## config.mk

```make
export PLATFORM = sky130hd
export DESIGN_NAME = stream_find_and_replace
export DESIGN_NICKNAME = d
export VERILOG_FILES = /design/src/rtl/core/sfr_pkg.sv /design/src/rtl/core/sfr_ctrl.sv /design/src/rtl/core/sfr_datapath.sv /design/src/rtl/core/stream_find_and_replace.sv
export SDC_FILE = /design/constraint.sdc
export NUM_CORES = 1
export LEC_CHECK = 0
export BUFFER_PORTS_ARGS = -buffer_cell sky130_fd_sc_hd__buf_2
export CAP_MARGIN = 20
export CORE_MARGIN = 4
export CORE_UTILIZATION = 67
export DETAILED_ROUTE_END_ITERATION = 7
export PLACE_DENSITY_LB_ADDON = 0.1
export SYNTH_ARGS = -nofsm -noshare
export SYNTH_HDL_FRONTEND = slang
export SYNTH_SLANG_ARGS = --single-unit
```

## constraint.sdc

```tcl
create_clock -name clk -period 7.7 [get_ports clk]
set_input_delay 0.77 -clock clk [delete_from_list [all_inputs] [get_ports clk]]
set_output_delay 0.77 -clock clk [all_outputs]
set_load 0.005 [all_outputs]
```

## src/rtl/core/sfr_pkg.sv

```systemverilog
package sfr_pkg;

  // widest pattern, replacement or burst of results in bytes
  localparam int EMAX = 8;
  // counts run from 0 to EMAX
  localparam int CNT_W = 4;
  // byte positions inside a burst
  localparam int IDX_W = 3;
  localparam int CFG_DATA_W = 64;

  // configuration register indexes
  typedef enum logic [1:0] {
    CFG_SEARCH_LEN    = 2'd0,
    CFG_SEARCH_BYTES  = 2'd1,
    CFG_REPLACE_LEN   = 2'd2,
    CFG_REPLACE_BYTES = 2'd3
  } sfr_cfg_idx_t;

  // commands from the controller to the datapath
  typedef struct packed {
    logic             load;
    logic             eval;
    logic             emit;
    logic             emit_last;
    logic [IDX_W-1:0] idx;
  } sfr_cmd_t;

  // status from the datapath to the controller
  typedef struct packed {
    logic [CNT_W-1:0] eval_total;
    logic             slot_free;
  } sfr_status_t;

endpackage

```

## src/rtl/core/sfr_ctrl.sv

```systemverilog
module sfr_ctrl import sfr_pkg::*; (
  input  logic        clk,
  input  logic        rst,
  input  logic        in_valid,
  output logic        in_ready,
  input  sfr_status_t st,
  output sfr_cmd_t    cmd
);

  typedef enum logic [1:0] {
    S_IDLE,
    S_EVAL,
    S_EMIT
  } state_t;

  state_t           state;
  logic [CNT_W-1:0] idx;
  logic [CNT_W-1:0] tot;

  // command decode
  always_comb begin
    in_ready      = (state == S_IDLE);
    cmd.load      = in_ready && in_valid;
    cmd.eval      = (state == S_EVAL);
    cmd.emit      = (state == S_EMIT) && st.slot_free;
    cmd.emit_last = ((idx + 4'd1) == tot);
    cmd.idx       = idx[IDX_W-1:0];
  end

  // sequencer: take a request, evaluate it, then hand out its results
  always_ff @(posedge clk) begin
    if (rst) begin
      state <= S_IDLE;
      idx   <= '0;
      tot   <= '0;
    end else begin
      case (state)
        S_IDLE: begin
          if (cmd.load) state <= S_EVAL;
        end
        S_EVAL: begin
          tot <= st.eval_total;
          idx <= '0;
          if (st.eval_total == '0) state <= S_IDLE;
          else                     state <= S_EMIT;
        end
        S_EMIT: begin
          if (cmd.emit) begin
            idx <= idx + 4'd1;
            if (cmd.emit_last) state <= S_IDLE;
          end
        end
        default: state <= S_IDLE;
      endcase
    end
  end

  // burst index stays inside the burst
  a_idx_in_burst: assert property (@(posedge clk) disable iff (rst)
    (state == S_EMIT) |-> (idx < tot))
    else $error("burst index ran past its count");

  // no empty burst is ever started
  a_burst_nonempty: assert property (@(posedge clk) disable iff (rst)
    (state == S_EMIT) |-> (tot != '0))
    else $error("empty burst entered");

  // evaluation is never repeated back to back
  a_eval_once: assert property (@(posedge clk) disable iff (rst)
    (state == S_EVAL) |=> (state != S_EVAL))
    else $error("evaluation repeated");

endmodule

```

## src/rtl/core/sfr_datapath.sv

```systemverilog
module sfr_datapath import sfr_pkg::*; #(
  parameter int HOLD_W = 8,
  parameter int REP_W  = 8
) (
  input  logic                  clk,
  input  logic                  rst,
  input  logic                  cfg_valid,
  input  logic [1:0]            cfg_index,
  input  logic [CFG_DATA_W-1:0] cfg_data,
  input  logic [7:0]            char_in,
  input  logic                  text_last,
  input  sfr_cmd_t              cmd,
  output sfr_status_t           st,
  output logic                  out_valid,
  input  logic                  out_ready,
  output logic [7:0]            out_char,
  output logic                  out_char_valid,
  output logic                  out_run_last,
  output logic                  out_text_done
);

  // configuration
  logic [CNT_W-1:0]        search_len;
  logic [HOLD_W-1:0][7:0]  pat;
  logic [CNT_W-1:0]        replace_len;
  logic [REP_W-1:0][7:0]   rep;

  // window of held bytes plus the new byte
  logic [HOLD_W-1:0][7:0]  win;
  logic [CNT_W-1:0]        hc;
  logic                    last_q;

  // burst buffer
  logic [EMAX-1:0][7:0]    ebuf;
  logic                    bare_q;

  logic [EMAX-1:0][7:0]    win_pad;
  logic [EMAX-1:0][7:0]    pat_pad;
  logic [EMAX-1:0][7:0]    rep_pad;
  logic [EMAX-1:0][7:0]    win_sh;
  logic [EMAX-1:0][7:0]    ebuf_next;
  logic [CNT_W-1:0]        plen;
  logic [CNT_W-1:0]        rlen;
  logic [CNT_W-1:0]        n_cnt;
  logic [CNT_W-1:0]        rem;
  logic [CNT_W-1:0]        start;
  logic [CNT_W-1:0]        ecnt;
  logic [CNT_W-1:0]        hc_next;
  logic [EMAX:0]           cand;
  logic                    pfx_ok;
  logic                    full;
  logic                    use_rep;
  logic [7:0]              sel_byte;

  // effective lengths, saturated to what the hardware holds; search length 0 reads as 1
  always_comb begin
    if (search_len == '0)                         plen = 4'd1;
    else if (search_len > CNT_W'(HOLD_W))         plen = CNT_W'(HOLD_W);
    else                                          plen = search_len;
    if (replace_len > CNT_W'(REP_W))              rlen = CNT_W'(REP_W);
    else                                          rlen = replace_len;
  end

  // match evaluation over the window
  always_comb begin
    win_pad = 64'(win);
    pat_pad = 64'(pat);
    rep_pad = 64'(rep);
    n_cnt   = hc + 4'd1;

    // held bytes still a proper prefix of the pattern
    pfx_ok = (hc < plen);
    for (int j = 0; j < EMAX; j++) begin
      if ((CNT_W'(j) < hc) && (win_pad[j] != pat_pad[j])) pfx_ok = 1'b0;
    end

    // whole window equals the pattern
    full = (n_cnt == plen);
    for (int j = 0; j < EMAX; j++) begin
      if ((CNT_W'(j) < n_cnt) && (win_pad[j] != pat_pad[j])) full = 1'b0;
    end

    // each suffix of the window checked as a proper prefix
    rem = '0;
    for (int s = 0; s <= EMAX; s++) begin
      rem     = n_cnt - CNT_W'(s);
      cand[s] = (CNT_W'(s) <= n_cnt) && (rem < plen);
      for (int j = 0; j < EMAX; j++) begin
        if (s + j < EMAX) begin
          if ((CNT_W'(j) < rem) && (win_pad[s+j] != pat_pad[j])) cand[s] = 1'b0;
        end
      end
    end

    // leftmost surviving suffix
    start = CNT_W'(EMAX);
    for (int s = EMAX; s >= 0; s--) begin
      if (cand[s]) start = CNT_W'(s);
    end

    // what is released and what stays held
    use_rep = 1'b0;
    if (!pfx_ok) begin
      ecnt    = n_cnt;
      hc_next = '0;
    end else if (full) begin
      use_rep = 1'b1;
      ecnt    = rlen;
      hc_next = '0;
    end else if (last_q) begin
      ecnt    = n_cnt;
      hc_next = '0;
    end else begin
      ecnt    = start;
      hc_next = n_cnt - start;
    end

    ebuf_next = use_rep ? rep_pad : win_pad;
    win_sh    = win_pad >> {start, 3'b000};

    st.eval_total = (ecnt == '0 && last_q) ? 4'd1 : ecnt;
    st.slot_free  = !out_valid || out_ready;
  end

  // byte of the burst at the current index
  always_comb begin
    sel_byte = '0;
    for (int i = 0; i < EMAX; i++) begin
      if (cmd.idx == IDX_W'(i)) sel_byte = ebuf[i];
    end
  end

  // configuration registers
  always_ff @(posedge clk) begin
    if (rst) begin
      search_len  <= 4'd1;
      pat         <= '0;
      replace_len <= '0;
      rep         <= '0;
    end else if (cfg_valid) begin
      case (cfg_index)
        CFG_SEARCH_LEN:    search_len  <= cfg_data[CNT_W-1:0];
        CFG_SEARCH_BYTES:  pat         <= cfg_data[HOLD_W*8-1:0];
        CFG_REPLACE_LEN:   replace_len <= cfg_data[CNT_W-1:0];
        CFG_REPLACE_BYTES: rep         <= cfg_data[REP_W*8-1:0];
        default: ;
      endcase
    end
  end

  // window, held count and burst buffer
  always_ff @(posedge clk) begin
    if (rst) begin
      hc <= '0;
    end else if (cmd.eval) begin
      hc <= hc_next;
    end
    if (cmd.load) begin
      last_q <= text_last;
      for (int i = 0; i < HOLD_W; i++) begin
        if (hc == CNT_W'(i)) win[i] <= char_in;
      end
    end
    if (cmd.eval) begin
      win    <= win_sh[HOLD_W-1:0];
      ebuf   <= ebuf_next;
      bare_q <= (ecnt == '0) && last_q;
    end
  end

  // output register
  always_ff @(posedge clk) begin
    if (rst) begin
      out_valid <= 1'b0;
    end else if (cmd.emit) begin
      out_valid <= 1'b1;
    end else if (out_ready) begin
      out_valid <= 1'b0;
    end
    if (cmd.emit) begin
      out_char       <= bare_q ? 8'd0 : sel_byte;
      out_char_valid <= !bare_q;
      out_run_last   <= cmd.emit_last;
      out_text_done  <= cmd.emit_last && last_q;
    end
  end

  // held bytes always leave room for the incoming byte
  a_hold_room: assert property (@(posedge clk) disable iff (rst)
    hc < CNT_W'(HOLD_W))
    else $error("held count overflow");

  // a result is only loaded when the output register can take it
  a_emit_free: assert property (@(posedge clk) disable iff (rst)
    cmd.emit |-> (!out_valid || out_ready))
    else $error("result overwrote a pending result");

  // a burst never exceeds the buffer
  a_burst_size: assert property (@(posedge clk) disable iff (rst)
    cmd.eval |-> (st.eval_total <= CNT_W'(EMAX)))
    else $error("burst larger than buffer");

endmodule

```

## src/rtl/core/stream_find_and_replace.sv

```systemverilog
// streaming find and replace over a byte text
// input stream: one text byte per request in s_axis_tdata, s_axis_tlast on the
// final byte of a text. output stream: one result per request; m_axis_tdata
// carries the byte and a run-last flag, m_axis_tuser says whether a byte is
// present, m_axis_tlast closes the text.
// configuration: cfg_index selects search length, search bytes, replace length
// or replace bytes; cfg_ready is always high. write only while the block is idle.
// each input byte is accepted, then evaluated by the single shared match evaluator,
// then its results are handed one at a time to the one output register; the first
// result is loaded from the emit state, which follows the evaluate state.
// bytes that may start a match are held back, up to search length minus one.
// reset clears the held bytes, the output register and the configuration
// (search length 1, empty replacement); no clearing pass is needed.
// when m_axis_tready is low the output register holds its result and the
// sequencer waits; a new byte is taken once the previous burst has been
// handed to the output register.
module stream_find_and_replace import sfr_pkg::*; #(
  parameter int MAX_SEARCH  = 8,
  parameter int MAX_REPLACE = 8
) (
  input  logic                  clk,
  input  logic                  rst,
  // configuration write
  input  logic                  cfg_valid,
  output logic                  cfg_ready,
  input  logic [1:0]            cfg_index,
  input  logic [CFG_DATA_W-1:0] cfg_data,
  // text in
  input  logic                  s_axis_tvalid,
  output logic                  s_axis_tready,
  input  logic [7:0]            s_axis_tdata,   // char_in[7:0]
  input  logic                  s_axis_tlast,   // text_last
  // results out
  output logic                  m_axis_tvalid,
  input  logic                  m_axis_tready,
  output logic [15:0]           m_axis_tdata,   // char_out[7:0], run_last[8], zero pad
  output logic                  m_axis_tuser,   // char_valid
  output logic                  m_axis_tlast    // text_done
);

  localparam int HOLD_W = (MAX_SEARCH < EMAX) ? MAX_SEARCH : EMAX;
  localparam int REP_W  = (MAX_REPLACE < EMAX) ? MAX_REPLACE : EMAX;

  sfr_cmd_t    cmd;
  sfr_status_t st;
  logic [7:0]  char_out;
  logic        run_last;

  assign cfg_ready    = 1'b1;
  assign m_axis_tdata = {7'd0, run_last, char_out};

  sfr_ctrl u_ctrl (
    .clk      (clk),
    .rst      (rst),
    .in_valid (s_axis_tvalid),
    .in_ready (s_axis_tready),
    .st       (st),
    .cmd      (cmd)
  );

  sfr_datapath #(
    .HOLD_W (HOLD_W),
    .REP_W  (REP_W)
  ) u_datapath (
    .clk            (clk),
    .rst            (rst),
    .cfg_valid      (cfg_valid),
    .cfg_index      (cfg_index),
    .cfg_data       (cfg_data),
    .char_in        (s_axis_tdata),
    .text_last      (s_axis_tlast),
    .cmd            (cmd),
    .st             (st),
    .out_valid      (m_axis_tvalid),
    .out_ready      (m_axis_tready),
    .out_char       (char_out),
    .out_char_valid (m_axis_tuser),
    .out_run_last   (run_last),
    .out_text_done  (m_axis_tlast)
  );

endmodule

```

Word-level counts from Yosys, hierarchy flattened
Cells that the tools add are included.
Widths: inputs -> output; s select.
- word-level logic and storage cells: 370
- flip-flop bits (word level): 292
- $lt $le $gt $ge: 63
- mux-type cells: 100
- add/sub/neg operators: 10
- reduce and logical (&&, ||, !) cells: 91
- shifts and indexed selects: 1
- equality and inequality tests: 60
- operator list (kind ; number):
    $ne 8x8->1 ; 36
    $mux 64 ; 3
    $mux 8 ; 16
    $mux 4 ; 19
    $lt 1x4->1 const A ; 17
    $shr 64x7->64 ; 1
    $logic_and 1x1->1 ; 56
    $lt 3x4->1 const A ; 14
    $mux 1 ; 56
    $lt 2x4->1 const A ; 13
    $lt 4x4->1 ; 9
    $reduce_and 2->1 ; 13
    $reduce_bool 2->1 ; 11
    $eq 4x3->1 const B ; 4
    $le 3x4->1 const A ; 4
    $logic_not 4->1 ; 4
    $sub 4x3->4 const B ; 4
    $eq 3x3->1 const B ; 4
    $add 4x1->4 const B ; 2
    $eq 4x2->1 const B ; 2
    $eq 4x4->1 ; 2
    $gt 4x4->1 const B ; 2
    $le 1x4->1 const A ; 2
    $le 2x4->1 const A ; 2
    other kinds (18) ; 29

Longest topological paths before layout
Gate-level depths: netlist of run 1.
- word-level depth: 23
- gate-level depth with buffers: 25
- mapped depth without buffers: 23

Modules after synthesis
Synthesis of run 1 repeated with hierarchy kept, for this count alone.
- cell total of the unflattened synthesis: 2095
- area total of the unflattened synthesis: 18769.3 µm²
- modules (own cells, without submodules) (module ; cells an instance ; area an instance (µm²) ; instances):
    sfr_datapath ; 2017 ; 18103.6 ; 1
    sfr_ctrl ; 67 ; 590.6 ; 1
    stream_find_and_replace ; 11 ; 75.1 ; 1

Worst setup path after synthesis of run 1
Ideal clock, no wire load.
- path kind: flip-flop to flip-flop
- from: register u_datapath.hc[0]
- to: register u_datapath.hc[2]
- path slack: 2.738 ns
- stages on the path, launching flop included: 23
- library setup time: 0.075 ns
- buffers on the path: 3
- arrival time: 4.887 ns
- clock period less this slack: 4.962 ns
- cell sequence: dfxtp_1 -> buf_2 -> inv_1 -> ha_1 -> buf_2 -> nor2_1 -> nor2_1 -> ha_1 -> nor3b_1 -> a311oi_1 -> a31oi_1 -> nor3_1 -> and4_1 -> o31ai_1 -> a211o_4 -> nand2_4 -> inv_4 -> buf_2 -> ha_1 -> fa_1 -> xnor2_1 -> nand3_1 -> a21oi_1
- word-level cells in the longest chain between the ends: 17
- elaborated cells between the ends (all ways): 186
- those cells by class: add/sub: 9; order compare: 61; eq/ne: 1; mux: 63; reduce/logical: 52
- ends and longest elaborated chain (element ; RTL line ; RTL):
    start, declared ; sfr_datapath.sv:30 ; logic [CNT_W-1:0] hc;
    start signal, assigned ; sfr_datapath.sv:156 ; hc <= hc_next;
    $add 4x1->4 ; sfr_datapath.sv:69 ; n_cnt = hc + 4'd1;
    $sub 4x3->4 (tied with other cells) ; sfr_datapath.sv:86 ; rem = n_cnt - CNT_W'(s);
    $lt 4x4->1 / $lt 1x4->1 (equally long branches) ; sfr_datapath.sv:87, sfr_datapath.sv:90 ;
    $logic_and 1x1->1, on equally long branches ; sfr_datapath.sv:87, sfr_datapath.sv:90 ;
    $mux 1 ; sfr_datapath.sv:90 ; if ((CNT_W'(j) < rem) && (win_pad[s+j] != pat_pad[j])) cand[s] = 1'b0;
    $mux 4 / $mux 1 (equally long branches) (6 in series) ; sfr_datapath.sv:98, sfr_datapath.sv:90 ;
    $mux 4 (2 in series) ; sfr_datapath.sv:98 ; if (cand[s]) start = CNT_W'(s);
    $sub 4x4->4 ; sfr_datapath.sv:115 ; hc_next = n_cnt - start;
    $mux 4 ; sfr_datapath.sv:110 ; end else if (last_q) begin
    $mux 4 ; sfr_datapath.sv:106 ; end else if (full) begin
    $mux 4 * ; sfr_datapath.sv:103 ; if (!pfx_ok) begin
Every way passes the cells marked *; elsewhere a longest branch is shown, timed or not.
A chain may end at the register's enable or synchronous reset.

Worst setup path in the final report of run 1
- from: register u_datapath.hc[0]
- to: register u_datapath.hc[3]
Same word-level chain as after synthesis.

==> metrics.yaml, run 1 <==
ys_ff_latch: 292
outcome: "finished, final reports clean"
synth_area_leaders: "edfxtp_1 22%, dfxtp_1 16%, xnor2_1 9.3%"
path_clk_slew_ns: 0.06
drc: 0
fillers: 2036
hpwl_um: 49900
seq_area_frac_synth_pct: 37.8
final_nets: 2240
max_stage_delay_ns: 0.67
synth_area_per_cell_sq_um: 8.80
hold_violations: 0
synth-async-reset-ratio_pct: 0
worstSetupPathType: "register to register"
via_per_inst: 7.08
ir_worst_vdd_uv: 166
dieArea_sq_um: 31500
rsz0062_at_grt: "false"
arrival_ns: 6.76
r2r_start: "u_datapath.hc[0]$_SDFFE_PP0P_"
cts_setup_buffers: 0
cts_tree: "built"
multi_input_area_sq_um: 10800
pre_cts_ws_ns: 1.65
antenna_found_initial: 1
post_drt_wl_per_cell_um: 28.6
seqCellArea_sq_um: 7260
rrSetupSlack_ns: 1.44
syn_to_final_growth_pct: 6.50
r2r-end: "u_datapath.hc[3]$_SDFFE_PP0P_"
numCtsBuffers: 30
pin_count: 101
synth_top_cell_by_area: "edfxtp_1"
path_depth: 24
grt_pass1_vias: 17300
drt_pass1_iterations: 7
yosys_most_used_dff: "dfxtp_1"
route.vias.total: 17900
ant_nets: 0
p_leak_nw: 7.39
synth_commonest_cells: "376 x nand2_1, 203 x xnor2_1, 193 x a21oi_1, 151 x dfxtp_1, 141 x edfxtp_1"
crit_slowest_cell: "ha_1"
end_kind: "register"
place_congestion: 1.13
yosys_warnings: 0
grt_pass1_wl_um: 106000
path_common_cell: "ha_1"
cp-start-kind: "register"
num_rows: 61
cts_resized: 0
grt_max_degree: 85
critPathTopFamily: "compound AO/OA/AOI/OAI gates"
grtUsageTotal_pct: 44.7
clock_latency_ns: 0.58
ys_types: 97
required_ns: 8.19
path_cells: "buf_4 -> ha_1 -> xor2_1 -> buf_4 -> nor2_1 -> nor2_1 -> ha_1 -> nor3b_1 -> a311oi_1 -> a31oi_1 -> nor3_1 -> and4_1 -> o31ai_1 -> a211o_4 -> nand2_4 -> inv_4 -> ha_1 -> inv_1 -> a21o_1 -> a21oi_1 -> xnor2_1 -> xnor2_1 -> nand3_1 -> a21oi_1"
cellPowerDensity_nw_per_um2: 212
tightest_slew_ns: 1.05
core_area_sq_um: 28000
port_buffers: 92
start_util_pct: 68.6
setup_ws_ns: 1.44
post-synth-top-count-cell: "nand2_1"
drv_slew: 0
htree_levels: 1
path_buf_inv: 4
critPathLaunch: "u_datapath.hc[0]$_SDFFE_PP0P_"
die_w_um: 177
finClkSkew_ns: 0.0146
overflow: 0
fmax_mhz: 160
dieHeight_um: 177
crit_path_end: "u_datapath.hc[3]$_SDFFE_PP0P_"
crit_path_max_fanout: 28
cap_violations: 0
cts_hold_buffers: 0
drive_above_1_share_pct: 14.3
fin_crit_sh_pct: 81.4
setup_viol: 0
min_period_ns: 6.26
fin_tns_setup_ns: 0
cts_sinks: 292
cts-root-buf: "clkbuf_16"
routed_wirelength_um: 72100
slew_headroom_pct: 30.1
r2r_cells: 24
syn_inst: 2183
worstHoldPathType: "primary input to register"
synth_edf_count: 141
syn_area_sq_um: 19200
p_total_mw: 4.33
drtIter0Drc: 3282
clock_path_buffers: 3
synth_top_cell_area_share_pct: 22.0
-- layout by cell type, fill, tap and decap left out, types with 13 or more instances in the layout --
cell type	instances
and2_1	18
xnor2_1	203
nor3_1	22
xor2_1	101
nand3_1	39
a21oi_1	193
a22oi_1	16
edfxtp_1	141
clkbuf_16	33
a31oi_1	15
nand4_1	50
a31o_2	18
ha_1	38
nor2_1	86
a211oi_1	30
inv_1	31
buf_4	37
mux2_2	70
mux2i_1	33
o21ai_0	55
nand2_1	376
buf_2	91
dfxtp_1	151
nor4_1	26
a211o_1	13
-- cell families (layout without fill, tap and decap cells) --
logic type      Yosys count  after routing  synth area share [%]
compound gates          473            473                  16.3
xor+xnor                305            305                  14.0
fa+ha+maj                42             42                  2.73
buf+inv                 265            221                  6.24
flops                   292            292                  37.8
mux                     112            112                  6.37
other cells               2              9                0.0391
simple gates            692            692                  16.6
-- metal layers --
layer,vias up,routed length [um],GRT usage [%]
li1,7530,-,-
met3,353,10400,10.8
met4,0,5420,26.7
met2,1578,30100,66.1
met1,8414,26200,59.8
met5,-,0,0
-- stage by stage --
| stage | instance area [sq um] | hold WS [ns] | std cells | util, % |
|---|---|---|---|---|
| after floorplan | 19200 | 0.433 | 2189 | - |
| after global placement | 19400 | 0.438 | 2467 | 69.3 |
| after detailed placement | 19400 | 0.444 | 2467 | 69.3 |
| after CTS | 20500 | 0.373 | 2523 | 73.1 |
| after global routing | 20500 | 0.363 | 2523 | 73.1 |
| final | 20500 | 0.374 | 2524 | 73.1 |
-- state kept, by name, indices dropped and copies added, names as in the netlist --
signal	flops
u_datapath.last_q	1
u_ctrl.state	2
u_datapath.ebuf	64
u_datapath.out_valid	1
u_datapath.win	64
u_ctrl.idx	4
u_datapath.bare_q	1
u_datapath.replace_len	4
u_ctrl.tot	4
u_datapath.out_run_last	1
u_datapath.out_char	8
u_datapath.rep	64
u_datapath.out_char_valid	1
u_datapath.pat	64
u_datapath.search_len	4
u_datapath.hc	4
u_datapath.out_text_done	1
-- layout make-up --
class	instances	area share [%]
Clock buffer	43	4.66
Sequential cell	292	35.5
Clock inverter	13	0.477
Antenna cell	1	0.0122
Timing Repair Buffer	128	3.58
Multi-Input combinational cell	1632	52.8
Inverter	37	0.691
Tap cell	378	2.31
-- power by group --
group | switching (mW) | internal, mW | total, mW
clock network | 0.643 | 0.867 | 1.51
registers | 0.174 | 1.74 | 1.91
logic | 0.558 | 0.349 | 0.907
total | 1.37 | 2.95 | 4.33
-- worst register-to-register path, cell delays in order (launching register included) --
cell and delay (ns):
dfxtp_1 0.34, buf_4 0.28, ha_1 0.68, xor2_1 0.20
buf_4 0.24, nor2_1 0.36, nor2_1 0.19, ha_1 0.38
nor3b_1 0.20, a311oi_1 0.11, a31oi_1 0.19, nor3_1 0.07
and4_1 0.25, o31ai_1 0.58, a211o_4 0.26, nand2_4 0.14
inv_4 0.44, ha_1 0.28, inv_1 0.07, a21o_1 0.17
a21oi_1 0.18, xnor2_1 0.17, xnor2_1 0.14, nand3_1 0.09
a21oi_1 0.18
-- worst min-delay path by stage --
stage / endpoint / startpoint / cells past startpoint
2_1_floorplan: u_datapath.rep[0]$_SDFFE_PP0P_ / u_datapath.rep[0]$_SDFFE_PP0P_ / 2
3_3_place_gp: u_datapath.rep[23]$_SDFFE_PP0P_ / u_datapath.rep[23]$_SDFFE_PP0P_ / 2
3_5_place_dp: u_datapath.rep[38]$_SDFFE_PP0P_ / u_datapath.rep[38]$_SDFFE_PP0P_ / 2
4_1_cts: u_datapath.last_q$_DFFE_PP_ / s_axis_tlast / 1
5_1_grt: u_datapath.last_q$_DFFE_PP_ / s_axis_tlast / 1
6_report: u_datapath.last_q$_DFFE_PP_ / s_axis_tlast / 1
Note: power is estimated with default switching activity, not from simulation.
==> run 2, diff against run 1 <==
--- a/config.mk
+++ b/config.mk
@@ -8,7 +8,7 @@
 export BUFFER_PORTS_ARGS = -buffer_cell sky130_fd_sc_hd__buf_2
 export CAP_MARGIN = 20
 export CORE_MARGIN = 4
-export CORE_UTILIZATION = 67
+export CORE_UTILIZATION = 63
 export DETAILED_ROUTE_END_ITERATION = 7
 export PLACE_DENSITY_LB_ADDON = 0.1
 export SYNTH_ARGS = -nofsm -noshare
==> constraint.sdc (replaced) <==
create_clock -name clk -period 6.2 [get_ports clk]
set_input_delay 0.62 -clock clk [delete_from_list [all_inputs] [get_ports clk]]
set_output_delay 0.62 -clock clk [all_outputs]
set_load 0.005 [all_outputs]
==> metrics.yaml, run 2 (synthesis gave the netlist of run 1 again) <==
layout_commonest_cell: "nand2_1"
grt_pass1_vias: 16700
final_util_pct: 68.7
cts_sinks: 292
ant_nets: 0
cts-root-buf: "clkbuf_16"
htree_levels: 1
place_congestion: 1.09
drtIter0Drc: 2756
hold_violations: 0
cts_resized: 0
end_kind: "register"
stdcell_count: 2546
setup_ws_ns: 0.405
numCtsBuffers: 31
drv_slew: 0
port_buffers: 92
final_cell_mix: "376 x nand2_1, 203 x xnor2_1, 193 x a21oi_1"
pin_count: 101
dieArea_sq_um: 33400
critPathLaunch: "u_datapath.hc[1]$_SDFFE_PP0P_"
tightest_slew_ns: 1.17
cts_tree: "built"
slew_headroom_pct: 20.7
finClkSkew_ns: 0.0290
antenna_cells: 0
core_area_sq_um: 29900
post_drt_wl_per_cell_um: 28.5
worstSetupPathType: "register to register"
start_util_pct: 64.3
p_total_mw: 5.34
worstHoldPathType: "primary input to register"
grt_max_degree: 80
crit_path_end: "u_datapath.win[0]$_DFFE_PP_"
routed_wirelength_um: 72500
drt_pass1_iterations: 6
via_per_inst: 6.94
cp-start-kind: "register"
fin_tns_setup_ns: 0
p_leak_nw: 7.40
syn_to_final_growth_pct: 6.75
cellPowerDensity_nw_per_um2: 260
route.vias.total: 17700
ir_worst_vdd_uv: 248
clock_latency_ns: 0.59
crit_path_max_fanout: 15
cts_hold_buffers: 0
rrSetupSlack_ns: 0.40
dieHeight_um: 183
antenna_found_initial: 2
cts_setup_buffers: 0
die_w_um: 183
clock_path_buffers: 3
arrival_ns: 6.24
rsz0062_at_grt: "false"
min_period_ns: 5.80
final_nets: 2252
r2r_start: "u_datapath.hc[1]$_SDFFE_PP0P_"
grt_pass1_wl_um: 106000
path_clk_slew_ns: 0.06
hpwl_um: 50800
placed_cells: 2490
outcome: "finished, final reports clean"
fmax_mhz: 173
drive_above_1_share_pct: 14.2
r2r_cells: 15
pre_cts_ws_ns: 0.763
setup_viol: 0
num_rows: 63
fillers: 2431
grtUsageTotal_pct: 41.9
r2r-end: "u_datapath.win[0]$_DFFE_PP_"
fin_crit_sh_pct: 93.5
drc: 0
required_ns: 6.64
overflow: 0
cap_violations: 0
[run 2: worst min path at each step]
stage / from / to / slack, ns / cells past startpoint
6_report: s_axis_tlast / u_datapath.last_q$_DFFE_PP_ / 0.22 / 1
5_1_grt: s_axis_tlast / u_datapath.last_q$_DFFE_PP_ / 0.22 / 1
4_1_cts: s_axis_tlast / u_datapath.last_q$_DFFE_PP_ / 0.20 / 1
3_5_place_dp: u_datapath.rep[46]$_SDFFE_PP0P_ / u_datapath.rep[46]$_SDFFE_PP0P_ / 0.45 / 2
3_3_place_gp: u_datapath.rep[16]$_SDFFE_PP0P_ / u_datapath.rep[16]$_SDFFE_PP0P_ / 0.44 / 2
2_1_floorplan: u_datapath.rep[0]$_SDFFE_PP0P_ / u_datapath.rep[0]$_SDFFE_PP0P_ / 0.43 / 2
[run 2: metal layers]
metal  up-vias  routed length [um]  track usage [%]
li1       7548                   -                -
met1      8338               26700             57.1
met2      1416               29800             60.7
met3       368               10600             11.0
met4         4                5250             22.9
met5         -                  25                0
[run 2: worst max-delay path, cell delays in order (launching register included)]
cell	delay, ns
dfxtp_1	0.53
ha_1	0.56
a21bo_1	0.38
nand2_2	0.10
inv_2	0.25
ha_1	0.40
nand2_1	0.19
o22a_1	0.23
nand3_1	0.08
o2bb2ai_1	0.14
or4b_1	0.67
inv_1	0.13
nor2_1	0.69
nand3_1	0.69
o21ai_0	0.44
a31o_2	0.16
[run 2: area by class of cell]
class | count | area (sq um) | share of cell area (%)
Clock buffer | 52 | 936 | 4.56
Inverter | 37 | 141 | 0.689
Clock inverter | 4 | 43.8 | 0.213
Sequential cell | 292 | 7260 | 35.4
Multi-Input combinational cell | 1632 | 10800 | 52.7
Timing Repair Buffer | 139 | 841 | 4.10
Tap cell | 390 | 488 | 2.38
[run 2: stage by stage]
| step | area [sq um] | hold WS (ns) |
|---|---|---|
| after detailed placement | 19500 | 0.446 |
| after CTS | 20500 | 0.204 |
| after global routing | 20500 | 0.217 |
| after floorplan | 19200 | 0.433 |
| final | 20500 | 0.217 |
| after global placement | 19500 | 0.438 |
[run 2: report_power, final]
| group | total [mW] | switching (mW) | internal [mW] |
|---|---|---|---|
| clock | 1.81 | 0.782 | 1.03 |
| sequential | 2.40 | 0.240 | 2.16 |
| combinational | 1.13 | 0.685 | 0.441 |
